<file path="src/sms_pkg.sv">
// shared types and codes for the sorted matrix staircase search block
`default_nettype none

package sms_pkg;

  // request kinds carried in req_type
  localparam logic REQ_LOAD   = 1'b0;
  localparam logic REQ_SEARCH = 1'b1;

  // configuration register indexes
  localparam logic CFG_ROW_COUNT = 1'b0;
  localparam logic CFG_COL_COUNT = 1'b1;

  // size registers reset to a full 16 by 16 matrix
  localparam logic [4:0] SIZE_RESET = 5'd16;

  // one input item
  typedef struct packed {
    logic               req_type;
    logic [3:0]         load_row;
    logic [3:0]         load_col;
    logic signed [31:0] load_value;
    logic signed [31:0] search_key;
  } in_t;

  // one result item
  typedef struct packed {
    logic       found;
    logic [4:0] found_row;
    logic [4:0] found_col;
  } out_t;

  // controller states
  typedef enum logic [1:0] {
    ST_IDLE,
    ST_PRIME,
    ST_WALK
  } state_t;

  // controller to datapath commands
  typedef struct packed {
    logic load;   // write one element
    logic init;   // latch key, start at top-right corner
    logic step;   // move one cell by the compare result
    logic push;   // load the result register
    logic hit;    // pushed result is a match
  } cmd_t;

  // datapath to controller status
  typedef struct packed {
    logic empty;  // no rows or no columns in use
    logic eq;     // current element equals key
    logic lt;     // current element below key
    logic leave;  // next step would exit the matrix
  } stat_t;

endpackage

`default_nettype wire

</file>
<file path="src/sms_ctrl.sv">
// controller: sequences loads and the staircase walk, owns the handshakes
`default_nettype none

module sms_ctrl (
  input  wire logic           clk,
  input  wire logic           rst_n,
  input  wire logic           in_valid,
  input  wire logic           in_req_type,
  output logic                in_ready,
  output logic                out_valid,
  input  wire logic           out_ready,
  input  wire sms_pkg::stat_t stat,
  output sms_pkg::cmd_t       cmd
);

  sms_pkg::state_t state_r, state_nxt;
  logic            out_valid_r, out_valid_nxt;
  logic            in_xfer;
  logic            slot_free;

  assign in_ready  = (state_r == sms_pkg::ST_IDLE);
  assign in_xfer   = in_valid && in_ready;
  assign slot_free = !out_valid_r || out_ready;

  // next state
  always_comb begin
    state_nxt = state_r;
    case (state_r)
      sms_pkg::ST_IDLE: begin
        if (in_xfer && in_req_type == sms_pkg::REQ_SEARCH) begin
          state_nxt = sms_pkg::ST_PRIME;
        end
      end
      sms_pkg::ST_PRIME: begin
        if (!stat.empty) begin
          state_nxt = sms_pkg::ST_WALK;
        end else if (slot_free) begin
          state_nxt = sms_pkg::ST_IDLE;
        end
      end
      sms_pkg::ST_WALK: begin
        if ((stat.eq || stat.leave) && slot_free) begin
          state_nxt = sms_pkg::ST_IDLE;
        end
      end
      default: state_nxt = sms_pkg::ST_IDLE;
    endcase
  end

  // command outputs
  always_comb begin
    cmd = '0;
    case (state_r)
      sms_pkg::ST_IDLE: begin
        cmd.load = in_xfer && (in_req_type == sms_pkg::REQ_LOAD);
        cmd.init = in_xfer && (in_req_type == sms_pkg::REQ_SEARCH);
      end
      sms_pkg::ST_PRIME: begin
        cmd.push = stat.empty && slot_free;
      end
      sms_pkg::ST_WALK: begin
        if (stat.eq || stat.leave) begin
          cmd.push = slot_free;
          cmd.hit  = stat.eq;
        end else begin
          cmd.step = 1'b1;
        end
      end
      default: cmd = '0;
    endcase
  end

  // result valid flag
  always_comb begin
    if (cmd.push) begin
      out_valid_nxt = 1'b1;
    end else if (out_ready) begin
      out_valid_nxt = 1'b0;
    end else begin
      out_valid_nxt = out_valid_r;
    end
  end

  always_ff @(posedge clk) begin
    if (!rst_n) begin
      state_r     <= sms_pkg::ST_IDLE;
      out_valid_r <= 1'b0;
    end else begin
      state_r     <= state_nxt;
      out_valid_r <= out_valid_nxt;
    end
  end

  assign out_valid = out_valid_r;

`ifndef SYNTHESIS
  // a result never overwrites one that is still waiting
  a_push_slot_free: assert property (@(posedge clk) disable iff (!rst_n)
    cmd.push |-> (!out_valid_r || out_ready))
    else $error("result pushed over a pending result");

  // a new result only appears from a search in progress
  a_valid_from_walk: assert property (@(posedge clk) disable iff (!rst_n)
    $rose(out_valid_r) |-> $past(state_r != sms_pkg::ST_IDLE))
    else $error("result appeared without a search");

  // an accepted search always primes the first read
  a_search_primes: assert property (@(posedge clk) disable iff (!rst_n)
    (in_xfer && in_req_type == sms_pkg::REQ_SEARCH) |=> (state_r == sms_pkg::ST_PRIME))
    else $error("accepted search did not start a walk");

  // the walk only steps while no result is due
  a_step_no_push: assert property (@(posedge clk) disable iff (!rst_n)
    cmd.step |-> (!cmd.push && state_r == sms_pkg::ST_WALK && !stat.eq))
    else $error("walk stepped past a finished search");
`endif

endmodule

`default_nettype wire
</file>
<file path="config.mk">
export PLATFORM = sky130hd
export DESIGN_NAME = sms_ctrl
export DESIGN_NICKNAME = d
export VERILOG_FILES = /design/src/sms_pkg.sv /design/src/sms_ctrl.sv
export SDC_FILE = /design/constraint.sdc
export NUM_CORES = 1
export LEC_CHECK = 0
export BUFFER_PORTS_ARGS = -buffer_cell sky130_fd_sc_hd__buf_2
export CAP_MARGIN = 0
export CORE_AREA = 2 2 39 41
export DETAILED_ROUTE_END_ITERATION = 12
export DIE_AREA = 0 0 41 43
export PLACE_DENSITY = 0.5
export SKIP_CTS_REPAIR_TIMING = 1
export SLEW_MARGIN = 25
export SYNTH_ARGS = -nofsm -noshare
export SYNTH_HDL_FRONTEND = slang
export SYNTH_SLANG_ARGS = --single-unit
export TNS_END_PERCENT = 50
</file>
<file path="constraint.sdc">
create_clock -name clk -period 1.6 [get_ports clk]
set_clock_uncertainty 0.2 [all_clocks]
set_input_delay 0.32 -clock clk [delete_from_list [all_inputs] [get_ports clk]]
set_output_delay 0.32 -clock clk [all_outputs]
set_load 0.005 [all_outputs]
</file>
==> qor.yml <==
status: "finished with violations"
violations: "negative setup slack"
first_global_vias: 263
gp_congestion: 0.678
finalWirelength_um: 652
setup_viol: 2
cpPeakStageDelay_ns: 0.37
crit_fanout: 3
vias_per_cell: 4.20
die_w_um: 41
critPathArrivalTime_ns: 1.30
synth_area_um2: 254
drc_errors: 0
fmax_mhz: 550
num_vias: 273
startpoint_type: "flop"
numClockSinks: 3
diodes: 0
port_buffers: 14
core_area_mm2: 0.00138
drt_pass1_iterations: 1
powerDensity_mw_per_mm2: 593
critPathCaptureType: "output pin"
final.setup.tns_ns: -0.250
fin_crit_sh_pct: 114
place_inst: 59
cp_slowest_cell: "dfxtp_4"
ctsRootBufferMaster: "clkbuf_4"
std_cell_rows: 14
antenna_found_initial: 0
crit_type: "reg -> out"
rsz0062_at_grt: "true"
ant_nets: 0
grt_pass1_wl_um: 917
synth_cells: 30
final.min_clock_period_ns: 1.82
yosysSeqAreaShare_pct: 23.6
pin_count: 16
die_h_um: 43
hold_violations: 0
clockBufferDepth: 2
timing.slew.headroom_pct: 82.0
leakagePower_nw: 0.210
track_usage_pct: 8.02
irDropWorstVdd_uv: 231
hpwl_um: 464
setup_ws_ns: -0.218
dp_worst_setup_slack_ns: -0.0365
nets: 62
syn_area_per_cell_um2: 8.47
drv_slew: 0
cts_tree: "yes"
path_cells: "inv_4, ha_4, a21boi_4, nor2b_4, buf_2"
yosysWarnings: 0
initial_utilization_pct: 18.4
synthesis.nets: 42
hp-class: "in -> reg"
clock_latency_ns: 0.23
final_cells: 65
htree_levels: 1
synth.distinct_cells: 20
numCtsBuffers: 3
layout-drive-gt1-share_pct: 67.3
max_cap_viol_count: 0
syn_to_final_growth_pct: 88.7
avgRoutedWirePerCell_um: 10.0
dieArea_mm2: 0.00176
grt_overflow: 0
required_ns: 1.08
grt_max_degree: 6
worstMarginPinSlew_ns: 0.269
ys_ff_latch: 3
drt_iter0_drc: 0
clk_pin_slew_worst_paths_ns: 0.04
-- per-stage QoR --
| step | hold slack [ns] | utilization (%) | instance area [um2] | total power, W |
|---|---|---|---|---|
| global placement | 0.267 | 24.3 | 337 | 0.000130 |
| floorplan | 0.238 | - | 254 | 0.000108 |
| finish | 0.168 | 34.6 | 479 | 0.000284 |
| detailed placement | 0.270 | 24.3 | 337 | 0.000130 |
| global route | 0.177 | 34.6 | 479 | 0.000307 |
| CTS | 0.166 | 26.2 | 363 | 0.000268 |
-- critical path: cells and delay by family, from the launching register on --
| kind | cells | cell delay, ns |
|---|---|---|
| flops | 1 | 0.37 |
| fa+ha+maj | 1 | 0.25 |
| compound gates | 1 | 0.16 |
| buf+inv | 2 | 0.15 |
| simple gates | 1 | 0.14 |
-- state kept, by name, indices dropped and copies added, names as in the netlist --
register and cells:
state_r 2, out_valid 1
-- layer usage --
| metal | GRT usage, % | part of all wire, % | vias up |
|---|---|---|---|
| met4 | 6.00 | 0 | 0 |
| met2 | 12.8 | 59 | 6 |
| met5 | 0 | 0 | - |
| met1 | 7.67 | 35 | 124 |
| met3 | 3.14 | 6.1 | 0 |
| li1 | - | - | 143 |
-- power breakdown --
group / total (W) / leakage, nW / switching, W / internal (W)
clock: 0.000131 / 0.0150 / 0.0000374 / 0.0000933
combinational: 0.0000732 / 0.169 / 0.0000318 / 0.0000414
sequential: 0.0000805 / 0.0258 / 0.00000386 / 0.0000767
-- layout make-up --
cell class | instances | area, um2
repair buffers | 16 | 101
fillers | 142 | 905
well taps | 16 | 20.0
clock buffers | 4 | 26.3
multi-input cells | 24 | 251
flip-flops and latches | 3 | 67.6
inverters | 2 | 12.5
-- synthesized netlist by cell type, drive strengths merged --
master / instances / area (um2)
nor2: 1 / 3.75
and2: 2 / 12.5
nor2b: 1 / 6.26
dfxtp: 3 / 60.1
inv: 2 / 7.51
o2bb2ai: 1 / 8.76
and2b: 1 / 7.51
mux2i: 1 / 10.0
nand3b: 1 / 7.51
o21ai: 2 / 10.0
and3: 1 / 6.26
a21boi: 1 / 7.51
ha: 3 / 37.5
buf: 1 / 7.51
a21o: 1 / 7.51
a221oi: 1 / 15.0
nor3b: 1 / 12.5
o21a: 1 / 7.51
nand2: 5 / 18.8
-- layout by cell type (no fill, tap or decap) --
cell       Yosys  layout
nand3b_1       1       1
clkbuf_1       0       1
nor2_1         1       1
a21boi_4       0       1
and3_4         0       1
dfxtp_1        3       1
nor3b_4        0       1
mux2i_1        1       1
a221oi_2       1       1
o21ai_1        1       1
o21a_1         1       1
clkbuf_4       0       3
and2b_1        1       1
buf_2          0      12
nor2b_4        0       1
a21o_1         1       1
nand2_1        5       4
o2bb2ai_1      1       1
inv_4          0       2
ha_4           0       3
and2_1         2       1
nand2_2        0       1
dfxtp_4        0       2
buf_6          0       3
and2_4         0       1
o21ai_0        1       1
buf_4          1       1
-- path summary, 6_finish.rpt --
path,slack [ns],endpoint,depth (start not counted),startpoint
setup / recovery,-0.22,cmd[1],5,state_r[1]
hold / removal,0.17,out_valid,2,rst_n
setup reg to reg,0.01,state_r[1],5,state_r[0]
hold reg to reg,0.29,state_r[0],2,state_r[0]
-- logic make-up after synthesis --
group                    Yosys count  share of synthesized area [%]
AO/OA/AOI/OAI                      7                           22.2
adder cells (fa/ha/maj)            3                           14.8
buffers and inverters              3                           5.91
flip-flops                         3                           23.6
multiplexers                       1                           3.94
AND/OR/NAND/NOR                   13                           29.6
No activity file was read; power rests on OpenSTA's default activity.
